File: src/rtl/ffha_pkg.sv
// Package: shared constants, codes and control structs of the heap allocator.
`timescale 1ns / 1ps
`default_nettype none

package ffha_pkg;

   localparam int HEAP_BYTES_DEF   = 4096;
   localparam int HEADER_BYTES_DEF = 16;
   localparam int ALLOC_W          = 13;
   localparam int OFFSET_W         = 12;

   localparam logic REQ_ALLOC = 1'b0;
   localparam logic REQ_FREE  = 1'b1;

   typedef enum logic {
      RD_START,
      RD_NEXT
   } rd_sel_type;

   typedef enum logic [2:0] {
      WR_INIT,
      WR_TAKE,
      WR_REST,
      WR_FREE,
      WR_MERGE
   } wr_sel_type;

   typedef struct packed {
      logic       load;
      logic       rd_en;
      rd_sel_type rd_sel;
      logic       adv;
      logic       wr_en;
      wr_sel_type wr_sel;
      logic       cap_size;
      logic       res_load;
      logic       res_grant;
      logic       res_payload;
      logic       post;
   } ffha_cmd_type;

   typedef struct packed {
      logic bad_alloc;
      logic bad_free;
      logic hdr_free;
      logic exact_fit;
      logic split_fit;
      logic split_in_heap;
      logic walk_end;
      logic past_room;
      logic merge_in_heap;
      logic slot_free;
   } ffha_status_type;

endpackage

`default_nettype wire

File: src/rtl/ffha_ctrl.sv
// Controller: sequences the header walk, split, free and merge steps.
`timescale 1ns / 1ps
`default_nettype none

module ffha_ctrl import ffha_pkg::*; (
   input  logic            clock,
   input  logic            reset,
   input  logic            req_valid,
   input  logic            req_type,
   output logic            req_ready,
   input  ffha_status_type status,
   output ffha_cmd_type    cmd
);

   typedef enum logic [2:0] {
      ST_INIT,
      ST_IDLE,
      ST_A_EVAL,
      ST_A_SPLIT,
      ST_F_EVAL,
      ST_F_MERGE,
      ST_POST
   } state_type;

   state_type state_ff, state_in;
   logic      ready_ff, ready_in;

   always_comb begin
      state_in = state_ff;
      ready_in = ready_ff;
      cmd      = '0;
      unique case (state_ff)
         ST_INIT: begin
            cmd.wr_en  = 1'b1;
            cmd.wr_sel = WR_INIT;
            state_in   = ST_IDLE;
            ready_in   = 1'b1;
         end
         ST_IDLE: begin
            if (req_valid && ready_ff) begin
               ready_in = 1'b0;
               if ((req_type == REQ_ALLOC) ? status.bad_alloc : status.bad_free) begin
                  cmd.res_load = 1'b1;
                  state_in     = ST_POST;
               end else begin
                  cmd.load   = 1'b1;
                  cmd.rd_en  = 1'b1;
                  cmd.rd_sel = RD_START;
                  state_in   = (req_type == REQ_ALLOC) ? ST_A_EVAL : ST_F_EVAL;
               end
            end
         end
         ST_A_EVAL: begin
            priority if (status.hdr_free && (status.exact_fit || status.split_fit)) begin
               cmd.wr_en       = 1'b1;
               cmd.wr_sel      = WR_TAKE;
               cmd.cap_size    = 1'b1;
               cmd.res_load    = 1'b1;
               cmd.res_grant   = 1'b1;
               cmd.res_payload = 1'b1;
               state_in = (!status.exact_fit && status.split_in_heap) ? ST_A_SPLIT : ST_POST;
            end else if (status.walk_end) begin
               cmd.res_load = 1'b1;
               state_in     = ST_POST;
            end else begin
               cmd.rd_en  = 1'b1;
               cmd.rd_sel = RD_NEXT;
               cmd.adv    = 1'b1;
            end
         end
         ST_A_SPLIT: begin
            cmd.wr_en  = 1'b1;
            cmd.wr_sel = WR_REST;
            state_in   = ST_POST;
         end
         ST_F_EVAL: begin
            cmd.wr_en     = 1'b1;
            cmd.wr_sel    = WR_FREE;
            cmd.cap_size  = 1'b1;
            cmd.res_load  = 1'b1;
            cmd.res_grant = 1'b1;
            if (!status.past_room && status.merge_in_heap) begin
               cmd.rd_en  = 1'b1;
               cmd.rd_sel = RD_NEXT;
               state_in   = ST_F_MERGE;
            end else begin
               state_in = ST_POST;
            end
         end
         ST_F_MERGE: begin
            cmd.wr_en  = status.hdr_free;
            cmd.wr_sel = WR_MERGE;
            state_in   = ST_POST;
         end
         ST_POST: begin
            if (status.slot_free) begin
               cmd.post = 1'b1;
               state_in = ST_IDLE;
               ready_in = 1'b1;
            end
         end
      endcase
   end

   always_ff @(posedge clock) begin
      if (reset) begin
         state_ff <= ST_INIT;
         ready_ff <= 1'b0;
      end else begin
         state_ff <= state_in;
         ready_ff <= ready_in;
      end
   end

   assign req_ready = ready_ff;

endmodule

`default_nettype wire

File: config.mk
export PLATFORM = sky130hd
export DESIGN_NAME = ffha_ctrl
export DESIGN_NICKNAME = d
export VERILOG_FILES = /design/src/rtl/ffha_pkg.sv /design/src/rtl/ffha_ctrl.sv
export SDC_FILE = /design/constraint.sdc
export NUM_CORES = 1
export LEC_CHECK = 0
export ABC_CLOCK_PERIOD_IN_PS = 3200
export BUFFER_PORTS_ARGS = -buffer_cell sky130_fd_sc_hd__buf_4
export CORE_AREA = 4 4 41 43
export DETAILED_ROUTE_END_ITERATION = 10
export DIE_AREA = 0 0 45 47
export PLACE_DENSITY = 0.69
export SLEW_MARGIN = 20
export SYNTH_ARGS = -nofsm -noshare
export SYNTH_HDL_FRONTEND = slang
export SYNTH_SLANG_ARGS = --single-unit
File: constraint.sdc
create_clock -name clock -period 3.2 [get_ports clock]
set_input_delay 0.64 -clock clock [delete_from_list [all_inputs] [get_ports clock]]
set_output_delay 0.64 -clock clock [all_outputs]
set_load 0.02 [all_outputs]
# Word level (Yosys, flattened, before mapping)
# Cells that the tools add are included.
# W data, S select, Z words.
[op_classes]
n_eq_ne = 9
mux = 34
reduce_logical = 12
[ops]
columns = ["op", "count"]
rows = [
  ["$mux W3", 11],
  ["$pmux W4 S5", 1],
  ["$pmux W3 S6", 1],
  ["$mux W1", 12],
  ["$eq A3 B3 Y1 const B", 3],
  ["$eq A3 B2 Y1 const B", 2],
  ["$mux W2", 3],
  ["$pmux W1 S3", 2],
  ["$pmux W2 S3", 1],
  ["$reduce_and A3 Y1", 2],
  ["$mux W5", 1],
  ["$logic_and A1 B1 Y1", 4],
  ["$ne A2 B2 Y1 const B", 2],
  ["$pmux W1 S2", 2],
  ["$eq A3 B1 Y1 const B", 1],
  ["$logic_not A3 Y1", 1],
  ["$ne A3 B3 Y1 const B", 1],
  ["$reduce_bool A3 Y1", 1],
  ["$logic_not A1 Y1", 2],
  ["$reduce_or A2 Y1", 1],
  ["$logic_or A1 B1 Y1", 1],
]
[word_totals]
register_bits = 4
in_bits = 14
out_inout_bits = 14
elab_cells = 57

# Depth between registers and ports, before layout
# Gate-level depths: netlist of the first run.
[depth]
word_depth = 5
mapped_depth = 6
mapped_depth_nobuf = 4

# Worst setup path before layout of the first run
# OpenSTA, ideal clock, no wires.
[synth_timing]
kind = "input to output"
start = "input status[5] (netlist bit)"
end = "output cmd[4] (netlist bit)"
arrival_time_ns = 1.876
t_required_ns = 2.560
path_slack_ns = 0.684
cell_stages = 4
path_buffers = 1
cell_sequence = "o21ai_1 nor3_1 a21o_1 buf_4"
[synth_rtl]
columns = ["item", "line_no", "source"]
rows = [
  ["start, declared", "ffha_ctrl.sv:11", "input ffha_status_type status,"],
  ["end, declared", "ffha_ctrl.sv:12", "output ffha_cmd_type cmd"],
]

==> results of run 1 <==
## path summary, 6_finish.rpt
| check | cells past startpoint | end | from |
|---|---|---|---|
| max | 5 | cmd[11] | state_ff[0]$_SDFFE_PP0P_ |
| max reg2reg | 4 | state_ff[1]$_SDFFE_PP0P_ | state_ff[1]$_SDFFE_PP0P_ |
| min reg2reg | 2 | req_ready$_SDFFE_PP0P_ | req_ready$_SDFFE_PP0P_ |
| min | 2 | req_ready$_SDFFE_PP0P_ | req_ready$_SDFFE_PP0P_ |
## power groups by stage
stage	combinational [µW]	sequential [µW]	clock [µW]
floorplan	52.6	59.7	0
global placement	78.2	66.0	0
detailed placement	78.0	66.1	0
CTS	78.3	65.4	65.3
global route	84.3	66.9	69.2
finish	77.5	65.7	61.9
## final cells by class
cell class	instances	area [µm²]
Tap cell	15	18.8
Sequential cell	4	80.1
Fill cell	129	597
Inverter	3	11.3
Timing Repair Buffer	27	203
Multi-Input combinational cell	54	369
Clock buffer	3	22.5
## metal layers
layer | vias up | GRT usage
met4 | 0 | 0.0117
met1 | 255 | 0.167
met5 | - | 0
li1 | 301 | -
met3 | 2 | 0.0613
met2 | 18 | 0.220
## worst max-delay path, cell delays in order (launching register included)
cell and delay [ns]:
sky130_fd_sc_hd__dfxtp_1 0.57, sky130_fd_sc_hd__clkinv_1 0.35, sky130_fd_sc_hd__nor4_1 0.40, sky130_fd_sc_hd__and2b_1 0.19, sky130_fd_sc_hd__or2_2 0.10, sky130_fd_sc_hd__buf_4 0.13
## through the flow
| stage | hold slack, ns | cell area [µm²] |
|---|---|---|
| final | 0.562 | 704 |
| after global placement | 0.559 | 682 |
| after global routing | 0.618 | 704 |
| after floorplan | 0.599 | 495 |
| after detailed placement | 0.556 | 682 |
| after CTS | 0.561 | 704 |
## state kept, by name, summed over array words and instances, names as in the netlist
| register | cells |
|---|---|
| req_ready | 1 |
| state_ff | 3 |
## cells by family after synthesis
logic type	share of synthesized area
buffers and inverters	0.0934
flip-flops	0.162
multiplexers	0.0227
AO/OA/AOI/OAI	0.338
AND/OR/NAND/NOR	0.384
## cells in the mapped netlist (2+ instances only)
library cell               count  area share
sky130_fd_sc_hd__nor2_1        5       0.038
sky130_fd_sc_hd__nor3_1        5       0.050
sky130_fd_sc_hd__a21oi_1       4       0.040
sky130_fd_sc_hd__buf_2         4       0.040
sky130_fd_sc_hd__dfxtp_1       4        0.16
sky130_fd_sc_hd__nand2_1       4       0.030
sky130_fd_sc_hd__nor2b_1       3       0.038
sky130_fd_sc_hd__nor4bb_1      3       0.061
sky130_fd_sc_hd__o21ai_0       3       0.030
sky130_fd_sc_hd__a21o_1        2       0.030
sky130_fd_sc_hd__buf_4         2       0.030
sky130_fd_sc_hd__inv_1         2       0.015
sky130_fd_sc_hd__nand2b_1      2       0.025
sky130_fd_sc_hd__nor3b_1       2       0.030
sky130_fd_sc_hd__o22ai_1       2       0.025
## cells in the final DEF (no fill, tap or decap)
master / n
sky130_fd_sc_hd__and2b_1: 1
sky130_fd_sc_hd__o22ai_1: 2
sky130_fd_sc_hd__nor3_1: 5
sky130_fd_sc_hd__dfxtp_1: 4
sky130_fd_sc_hd__clkinv_1: 1
sky130_fd_sc_hd__a21oi_1: 4
sky130_fd_sc_hd__a221oi_1: 1
sky130_fd_sc_hd__a21o_1: 2
sky130_fd_sc_hd__a31oi_1: 1
sky130_fd_sc_hd__nor2_1: 5
sky130_fd_sc_hd__or2_2: 1
sky130_fd_sc_hd__nand3b_1: 1
sky130_fd_sc_hd__nand3_1: 1
sky130_fd_sc_hd__a31o_2: 1
sky130_fd_sc_hd__o21ai_0: 3
sky130_fd_sc_hd__a211oi_1: 1
sky130_fd_sc_hd__mux2_2: 1
sky130_fd_sc_hd__nor2b_1: 3
sky130_fd_sc_hd__and3_1: 1
sky130_fd_sc_hd__a32oi_1: 1
sky130_fd_sc_hd__o31ai_1: 1
sky130_fd_sc_hd__nor2_2: 1
sky130_fd_sc_hd__nor4_1: 1
sky130_fd_sc_hd__nand2b_1: 2
sky130_fd_sc_hd__inv_1: 2
sky130_fd_sc_hd__buf_4: 27
sky130_fd_sc_hd__a211o_1: 1
sky130_fd_sc_hd__clkbuf_4: 3
sky130_fd_sc_hd__nand2_1: 4
sky130_fd_sc_hd__nor3b_1: 2
sky130_fd_sc_hd__and4b_1: 1
sky130_fd_sc_hd__o41ai_2: 1
sky130_fd_sc_hd__nor4bb_1: 3
sky130_fd_sc_hd__o21ai_1: 1
sky130_fd_sc_hd__a2111oi_4: 1
==> results.md, run 1 <==
Logic synthesis:
- The most used flip-flop cell after synthesis is sky130_fd_sc_hd__dfxtp_1.
- In this run, synthesis produced a sequential element count of 4.
- For this run, the register share of the synthesized area comes to 0.162.
- The synthesized net count is 81.
- The count of flip-flops with a built-in enable after synthesis is 0.
- For this run, the number of Yosys warnings is 0.
- The async set-reset flop share out of synthesis is 0.
- The area of the mapped netlist is 495 µm².
- The number of instances in the synthesized netlist is 67.
- The distinct cell type count of the synthesized netlist is 35.
- Averaged over all synthesized cells, the footprint is 7.40 µm².

Power and ir drop:
- The combinational fraction of design power is 0.378.
- The internal portion of the total power is 134 µW.
- The fraction of power consumed by sequential logic is 0.320.
- The total net switching power is 71.2 µW.
- The maximum ir drop on the vdd rail is 224 µV.
- Of the total power, the share spent switching nets is 0.347.
- In this run the static leakage power is 0.000330 µW.
- The power after layout is 205 µW.
- The power density over cell area is 291 nW/µm².
- The share of total power dissipated in the clock network is 0.302.

Clock network:
- The clock sink total is 4.
- The clock passes through at most 2 buffers.
- The number of setup buffers added after CTS is 0.
- The CTS tree is yes.
- The tree is rooted in a sky130_fd_sc_hd__clkbuf_4.
- Counting the buffers created by CTS gives 3.
- The post-CTS clock slew at the launch and capture registers of the worst setup and hold paths is 0.04 ns.
- The number of hold buffers added after CTS was 0.
- CTS built an H-tree with a depth of 1.
- Post-CTS repair changed the size of 0 cells.
- The latest clock arrival within the worst-skew pair is 0.24 ns.

STA:
- The hold violation count in the final report is 0.
- Summed over all failing endpoints, the final setup total negative slack is 0 ns.
- The highest achievable clock rate is 384 MHz.
- The setup violation total in the final timing report is 0.
- Setup repair after global routing left no endpoint under its margin.
- Dividing the final minimum period by the clock period gives 0.814.
- The transition time of the tightest slew-check pin is 0.609 ns.
- The count of final max-slew check failures was 0.
- The headroom to the max-slew limit is 0.594.
- The time the final worst path needs with I/O delays and setup is 2.60 ns.
- For the final database, setup skew stands at 0.00470 ns.
- The post-route worst setup slack is 0.595 ns.

Worst hold path:
- The tightest min-delay check is of the reg2reg type.

Detailed routing:
- The final routed wire length divided by cell count is 12.8 µm.
- The first routing iteration left 4 violations.
- Across all layers, the routed design uses 576 vias.
- Before antenna repair, the detailed router went through 2 iterations.
- Detailed routing placed a total of 654 µm of wire on met2.
- After detailed routing, the total wire length is 1360 µm.
- The antenna violation net count after detailed routing is 0.
- The via density per instance is 5.43.
- The highest layer used for signal routing is met4.
- The count of unresolved DRC violations after routing is 0.
- Detailed routing placed a total of 91 µm of wire on met3.
- The detailed-routing wirelength on met1 is 601 µm.

Die:
- The floorplan step defined a die boundary enclosing 2120 µm².
- The number of placement rows is 13.
- The chip width is 45 µm.
- The starting utilization of the core area is 0.381.
- The top-level I/O count is 28.
- The core region is 1300 µm².
- The die outline height is 47 µm.

Setup path:
- Setup slack on the worst reg-to-reg path comes out at 1.56 ns.
- STA puts the critical path data arrival time at 1.96 ns.
- The endpoint required time on the critical path is 2.56 ns.
- The worst setup path is captured at an output port.
- Of all nets on the critical path, the largest fanout is 14.
- The worst setup path is launched from a flip-flop.
- By startpoint and endpoint, the worst setup path is classified as reg2out.

Layout:
- From synthesis to final layout, the design area changed by 42.2%.
- The fraction of layout instances using a drive strength above 1 is 0.396.
- The total inserted antenna cells is 0.
- The net total in the final layout is 107.
- For this run, the number of standard cells in the final layout without fillers is 106.
- The post-layout utilization of the core is 0.541.

Run status:
- The run finished with clean final reports.

Placed design:
- The final weighted congestion of routability-driven global placement is 0.837.
- OpenSTA, run right after detailed placement, puts the worst setup slack at 0.746 ns.
- The detailed placer's ending HPWL is 1090 µm.
- The number of placed instances, taps included, is 103.
- The count of buffers added on input and output ports is 27.

Global route:
- The via count of the first global-routing pass was 507.
- The initial antenna violation count was 0.
- The total overflow reported by the global router is 0.
- Entering global routing, the biggest net connects 20 pins.
- Across every metal layer, demand over resource in global routing totals 0.134.
- The first-pass GRT wire length is 2130 µm.

Run:
- Across the run, the number of max-cap violations was 0.
(Power assumes the default switching activity.)
==> run 2: changes to the inputs <==
--- a/config.mk
+++ b/config.mk
@@ -5,12 +5,12 @@
 export SDC_FILE = /design/constraint.sdc
 export NUM_CORES = 1
 export LEC_CHECK = 0
-export ABC_CLOCK_PERIOD_IN_PS = 3200
+export ABC_CLOCK_PERIOD_IN_PS = 2370
 export BUFFER_PORTS_ARGS = -buffer_cell sky130_fd_sc_hd__buf_4
-export CORE_AREA = 4 4 41 43
+export CORE_MARGIN = 4
+export CORE_UTILIZATION = 38
 export DETAILED_ROUTE_END_ITERATION = 10
-export DIE_AREA = 0 0 45 47
-export PLACE_DENSITY = 0.69
+export PLACE_DENSITY = 0.73
 export SLEW_MARGIN = 20
 export SYNTH_ARGS = -nofsm -noshare
 export SYNTH_HDL_FRONTEND = slang
==> constraint.sdc (replaced) <==
create_clock -name clock -period 2.37 [get_ports clock]
set_input_delay 0.474 -clock clock [delete_from_list [all_inputs] [get_ports clock]]
set_output_delay 0.474 -clock clock [all_outputs]
set_load 0.02 [all_outputs]
==> run 2 against run 1 <==
Against the previous run: flip-flop and latch count stayed put; non-clock buffer count increased by 3; critical endpoint unchanged; setup slack worse by 0.43 ns; power increased by 39%; die area shrank 8.0%; global-route usage increased by 3.2 points; sequential share of layout area shrank 0.33 points.
==> results.md, run 2 (synthesized netlist as in run 1, its figures left out) <==
Die:
- The number of placement rows is 12 (-1).
- The core area is 1170 µm² (-10%).
- The top-level I/O count is 28 (unchanged).
- The floorplan die area came to 1950 µm² (-8.0%).
- The chip width was 44.1 µm (-2.0%).
- The starting utilization of the core area is 0.423 (+0.0423).
- The die outline height is 44.1 µm (-6.1%).

Detailed routing:
- The via density per instance is 5.82 (+7.2%).
- The antenna violation net count after detailed routing was 0 (unchanged).
- The overall routed net length came to 1450 µm (+6.9%).
- The violation count after the first detailed-route iteration was 8 (+4).
- The iteration count of the initial detailed-routing pass is 4 (+2).
- The count of unresolved DRC violations after routing came to 0 (unchanged).
- The via count is 629 (+9.2%).
- The final routed wire length divided by cell count was 13.4 µm (+4.9%).

Run:
- The count of max-cap constraint violations came to 0 (unchanged).

Setup path:
- The worst setup path is captured at an output port.
- Traced cell by cell, the critical path runs through nor4bb_1 > a31oi_1 > nor2_1 > or2_2 > buf_4.
- The delay contributed by the slowest stage of the critical path was 0.64 ns (+0.07 ns).
- The highest fanout seen on the critical path is 19 (+5).
- The endpoint required time on the critical path is 1.90 ns (-0.66 ns).
- The critical path is of the reg2out type.
- On the critical path, the stage with the largest delay is an instance of sky130_fd_sc_hd__dfxtp_1.
- The worst setup path is launched from a flip-flop.
- The logic depth of the worst register-to-register path is 4 (unchanged).
- The data arrival time of the critical path is 1.73 ns (-0.23 ns).
- The setup slack on the worst flop-to-flop path is 0.67 ns (-0.89 ns).

Clock network:
- The CTS tree is yes.
- The post-cts resize count is 0 (unchanged).
- The buffer type at the clock tree root is sky130_fd_sc_hd__clkbuf_4.
- The post-CTS clock slew at the launch and capture registers of the worst setup and hold paths is 0.04 ns (about the same).
- The clock tree buffer depth is 2 (unchanged).
- The quantity of hold-fixing buffers added after cts was 0 (unchanged).
- The number of CTS-inserted buffers came to 3 (unchanged).
- The clock sink total is 4 (unchanged).
- The number of H-tree branching levels was 1 (unchanged).
- The latest clock arrival within the worst-skew pair was 0.23 ns (about the same).
- The number of setup buffers added after CTS is 0 (unchanged).

Global route:
- The initial antenna violation count was 0 (unchanged).
- The total routing usage reported by global routing is 0.167 (+0.0325).
- The largest net degree at the start of global routing was 20 (unchanged).
- The via count of the first global-routing pass was 603 (+19%).
- The first-pass GRT wire length is 2520 µm (+18%).
- The total overflow reported by the global router came to 0 (unchanged).

STA:
- The transition time of the tightest slew-check pin is 0.526 ns (-0.0823 ns).
- The hold violation count in the final report is 0 (unchanged).
- The setup total negative slack is 0 ns (unchanged).
- Setup repair after global routing left no endpoint under its margin.
- The worst setup skew after layout is 0.00149 ns (-0.00321 ns).
- The setup violation total in the final timing report is 0 (unchanged).
- In the finished design, the share of the clock period the worst path needs comes to 0.930.
- For this run, the top clock speed supported by timing is 454 MHz.
- The count of final max-slew check failures is 0 (unchanged).
- The headroom to the max-slew limit is 0.649 (+0.0549).
- Subtracting the final worst setup slack from the clock period gives 2.20 ns.
- The post-route worst setup slack was 0.166 ns (-0.430 ns).

Layout:
- The register name with the most flops is state_ff.
- Relative to the synthesized area, the layout overhead comes to 46.5%.
- The total inserted antenna cells is 0 (unchanged).
- The net total in the final layout is 110 (+2.8%).
- The fraction of layout instances using a drive strength above 1 is 0.415 (+0.0193).
- The library cells used most frequently in the layout, excluding fill and tap cells, are sky130_fd_sc_hd__buf_4 (30), sky130_fd_sc_hd__nor3_1 (5), sky130_fd_sc_hd__nor2_1 (5).
- The library cell used most frequently in the layout, excluding fill and tap cells, is sky130_fd_sc_hd__buf_4.
- The number of flip-flops under the largest register name is 3 (unchanged).

Power and ir drop:
- The maximum ir drop on the vdd rail was 286 µV (+28%).
- The power density over cell area is 393 nW/µm² (+35%).
- The reported leakage power is 0.000345 µW (+4.6%).

Placed design:
- The count of input and output buffers came to 27 (unchanged).
- The pre-CTS worst setup slack is 0.327 ns (-0.420 ns).
- The final weighted congestion of routability-driven global placement is 0.859 (+2.6%).
- The detailed placer's ending HPWL is 1140 µm (+4.2%).

Run status:
- The run finished with clean final reports.

Worst hold path:
- The hold-critical path depth was 2 (unchanged).
- The tightest min-delay check is of the in2reg type.
[run 2: where the power goes]
| part | switching [µW] | internal [µW] |
|---|---|---|
| combinational | 63.2 | 56.4 |
| clock | 27.4 | 56.6 |
| sequential | 8.39 | 73.3 |
| total | 98.9 | 186 |
[run 2: final timing paths]
check / startpoint / endpoint
setup / recovery: state_ff[1]$_SDFFE_PP0P_ / cmd[11]
hold reg to reg: req_ready$_SDFFE_PP0P_ / req_ready$_SDFFE_PP0P_
hold / removal: reset / req_ready$_SDFFE_PP0P_
setup reg to reg: state_ff[1]$_SDFFE_PP0P_ / state_ff[1]$_SDFFE_PP0P_
[run 2: cell type report]
class                           instances  area, µm²
Fill cell                             123        445
Multi-Input combinational cell         54        369
Timing Repair Buffer                   30        225
Sequential cell                         4       80.1
Clock buffer                            3       22.5
Tap cell                               14       17.5
Inverter                                3       11.3
[run 2: stage by stage]
step / power [µW] / instance area, µm² / hold WS [ns] / cells / utilization
5_1_grt: 310 / 726 / 0.452 / 108 / 0.620
6_report: 285 / 726 / 0.452 / 108 / 0.620
3_5_place_dp: 202 / 703 / 0.543 / 105 / 0.600
3_3_place_gp: 201 / 703 / 0.532 / 105 / 0.600
4_1_cts: 288 / 726 / 0.448 / 108 / 0.620
2_1_floorplan: 152 / 495 / 0.550 / 67 / -
[run 2: layer usage]
| metal | up-vias | part of all wire | global-route usage |
|---|---|---|---|
| met5 | - | 0 | 0 |
| met4 | 0 | 0 | 0.0301 |
| met3 | 0 | 0.10 | 0.0732 |
| met2 | 31 | 0.45 | 0.265 |
| met1 | 292 | 0.44 | 0.209 |
| li1 | 306 | - | - |
[run 2: worst max-delay path: cells and delay by family (launching register included)]
family / cells / cell delay [ns]
buffers and inverters: 1 / 0.16
AO/OA/AOI/OAI: 1 / 0.19
AND/OR/NAND/NOR: 3 / 0.51
flip-flops: 1 / 0.64
==> run 3: changes to the inputs <==
--- a/config.mk
+++ b/config.mk
@@ -7,7 +7,6 @@
 export LEC_CHECK = 0
 export ABC_CLOCK_PERIOD_IN_PS = 2370
 export BUFFER_PORTS_ARGS = -buffer_cell sky130_fd_sc_hd__buf_4
-export CORE_MARGIN = 4
 export CORE_UTILIZATION = 38
 export DETAILED_ROUTE_END_ITERATION = 10
 export PLACE_DENSITY = 0.73
==> run 3 against run 2 <==
Against the previous run: highest routed layer is now met4; die area down 25%; combinational power about the same; flip-flop and latch count unchanged; critical path depth unchanged; worst hold slack better by 0.0087 ns; register-to-register slack better by 0.05 ns; core utilization up 0.91 points; clock-buffer cell count unchanged; clock skew up 0.0016 ns; non-clock buffer count unchanged; final cell count unchanged; final area up 0.17%.
==> results.md, run 3 (synthesized netlist as in run 1, its figures left out) <==
Run status:
- The flow ran to the end, and the final reports show no timing, DRC or antenna violations.

STA:
- The setup violation total in the final timing report is 0 (unchanged).
- The post-route worst setup slack was 0.291 ns (+0.125 ns).
- The highest achievable clock rate is 481 MHz (+6.0%).
- The fraction of the cycle the final worst path needs is 0.877 (-0.0529).
- The count of final max-slew check failures is 0 (unchanged).
- The transition time of the tightest slew-check pin is 0.488 ns (-0.0383 ns).
- The time the final worst path needs with I/O delays and setup is 2.08 ns (-0.125 ns).
- The worst setup skew after layout is 0.00307 ns (+0.00158 ns).
- The headroom to the max-slew limit is 0.672 (+0.0238).
- The hold violation count in the final report is 0 (unchanged).
- Setup repair after global routing left no endpoint under its margin.
- The setup total negative slack is 0 ns (unchanged).

Detailed routing:
- The via density per instance is 5.64 (-3.2%).
- The overall routed net length is 1350 µm (-7.0%).
- The count of unresolved DRC violations after routing came to 0 (unchanged).
- The iteration count of the initial detailed-routing pass is 3 (-1).
- The antenna violation net count after detailed routing is 0 (unchanged).
- The violation count after the first detailed-route iteration is 14 (+6).
- The final routed wire length divided by cell count was 12.5 µm (-7.0%).
- The via count was 609 (-3.2%).

Worst hold path:
- The worst hold path endpoint is req_ready$_SDFFE_PP0P_.
- The origin of the worst min-delay path is reset.
- The hold-critical path depth is 2 (unchanged).
- The class of the tightest hold or removal check is in2reg.

Die:
- The core area is 1160 µm² (-1.3%).
- The floorplan die area was 1450 µm² (-25%).
- The starting utilization of the core area is 0.429 (+0.00549).
- The die outline height is 38.1 µm (-14%).
- The number of placement rows is 12 (unchanged).
- The chip width is 38.1 µm (-14%).
- The top-level I/O count is 28 (unchanged).

Global route:
- The total overflow reported by the global router is 0 (unchanged).
- The initial antenna violation count is 0 (unchanged).
- The total routing usage reported by global routing was 0.213 (+0.0464).
- The first-pass GRT wire length is 2190 µm (-13%).
- The largest net degree at the start of global routing is 20 (unchanged).
- The via count of the first global-routing pass is 522 (-13%).

Setup path:
- The logic depth of the worst register-to-register path came to 5 (+1).
- The capturing element type of the critical path is an output port.
- The endpoint of the worst-slack reg-to-reg timing path is state_ff[1]$_SDFFE_PP0P_.
- The startpoint identified for the worst register-to-register timing path is state_ff[1]$_SDFFE_PP0P_.
- The setup slack on the worst flop-to-flop path is 0.72 ns (+0.05 ns).
- The highest fanout seen on the critical path is 13 (-6).
- The endpoint required time on the critical path is 1.90 ns (about the same).
- The data arrival time of the critical path is 1.60 ns (-0.13 ns).
- The worst setup path is launched from a flip-flop.
- The critical path is of the reg2out type.

Power and ir drop:
- The reported leakage power was 0.000345 µW (+0.15%).
- The maximum ir drop on the vdd rail is 181 µV (-37%).
- The power density over cell area is 395 nW/µm² (+0.49%).

Clock network:
- The clock sink total is 4 (unchanged).
- The latest clock arrival within the worst-skew pair was 0.24 ns (about the same).
- The number of CTS-inserted buffers is 3 (unchanged).
- The clock tree buffer depth was 2 (unchanged).
- The quantity of hold-fixing buffers added after cts came to 0 (unchanged).
- TritonCTS built the clock tree.
- The number of H-tree branching levels is 1 (unchanged).
- The post-CTS clock slew at the launch and capture registers of the worst setup and hold paths is 0.04 ns (about the same).
- The buffer type at the clock tree root is sky130_fd_sc_hd__clkbuf_4.

Layout:
- The filler cell count was 105 (-15%).
- The commonest non-fill, non-tap cell in the layout is sky130_fd_sc_hd__buf_4.
- The area occupied by multi-input gates is 369 µm² (unchanged).
- The net total in the final layout came to 110 (unchanged).
- The number of flip-flops under the largest register name came to 3 (unchanged).
- The signed area change from the synthesized netlist to the final layout is 46.7%.
- The total inserted antenna cells is 0 (unchanged).
- The post-layout utilization of the core is 0.629 (+0.00913).
- state_ff holds more flip-flops than any other register.
- The area of all sequential standard cells is 81.3 µm² (+1.6%).
- Leaving out fill and tap cells, the most frequent cells in the layout are sky130_fd_sc_hd__buf_4 (30), sky130_fd_sc_hd__nor3_1 (5), sky130_fd_sc_hd__nor2_1 (5), sky130_fd_sc_hd__nand2_1 (4), sky130_fd_sc_hd__a21oi_1 (4).
- The fraction of layout instances using a drive strength above 1 is 0.426 (+0.0106).

Run:
- The count of max-cap constraint violations is 0 (unchanged).

Placed design:
- The detailed placer's ending HPWL is 1020 µm (-10%).
- The final weighted congestion of routability-driven global placement came to 0.752 (-12%).
- The count of input and output buffers is 27 (unchanged).
- The pre-CTS worst setup slack is 0.307 ns (-0.0198 ns).
[run 3: changes by cell type in the layout (fill, tap and decap cells not counted)]
cell | previous run | this run
sky130_fd_sc_hd__dfxtp_2 | 0 | 1
sky130_fd_sc_hd__dfxtp_1 | 4 | 3
[run 3: what timing repair did]
item,CTS,global route
setup buffers,0,0
resized for setup,0,1
setup endpoints to repair,0,1
[run 3: how the worst max path moves through the flow]
stage / from / end / slack [ns] / cells past startpoint
after global placement: status[5] / cmd[3] / 0.31 / 6
after floorplan: status[5] / cmd[4] / 0.19 / 4
after detailed placement: status[5] / cmd[3] / 0.31 / 6
final: state_ff[1]$_SDFFE_PP0P_ / cmd[11] / 0.29 / 5
after global routing: state_ff[2]$_SDFFE_PP0P_ / cmd[11] / 0.18 / 5
after CTS: state_ff[2]$_SDFFE_PP0P_ / cmd[11] / 0.11 / 5
[run 3: final cells by class]
type / count / share of cell area
clock buffer: 3 / 0.0310
multi-input combinational: 54 / 0.508
tap: 14 / 0.0241
inverter: 3 / 0.0155
timing repair buffer: 30 / 0.310
sequential: 4 / 0.112
[run 3: per-stage QoR]
step,hold slack (ns),cells,total power [µW],area (µm²)
floorplan,0.550,67,152,495
global placement,0.536,105,200,703
detailed placement,0.535,105,200,703
CTS,0.449,108,290,726
global route,0.459,108,307,727
finish,0.461,108,287,727
[run 3: critical path, stage by stage (launching register included)]
cell and delay, ns:
sky130_fd_sc_hd__dfxtp_1 0.56, sky130_fd_sc_hd__nor4bb_1 0.14, sky130_fd_sc_hd__a31oi_1 0.17, sky130_fd_sc_hd__nor2_1 0.07, sky130_fd_sc_hd__or2_2 0.26, sky130_fd_sc_hd__buf_4 0.16
[run 3: per-layer routing]
layer / up-vias / track usage / routed length, µm
met1: 279 / 0.266 / 578
met2: 20 / 0.360 / 694
li1: 308 / - / -
met3: 2 / 0.0523 / 60
met4: 0 / 0.0536 / 14
met5: - / 0 / 0
[run 3: report_power, final]
group          switching, µW  total, µW  internal (µW)  leakage [µW]
registers               9.25       82.7           73.5     0.0000335
clock network           29.7       86.4           56.7     0.0000138
logic                   61.8        118           56.1      0.000298
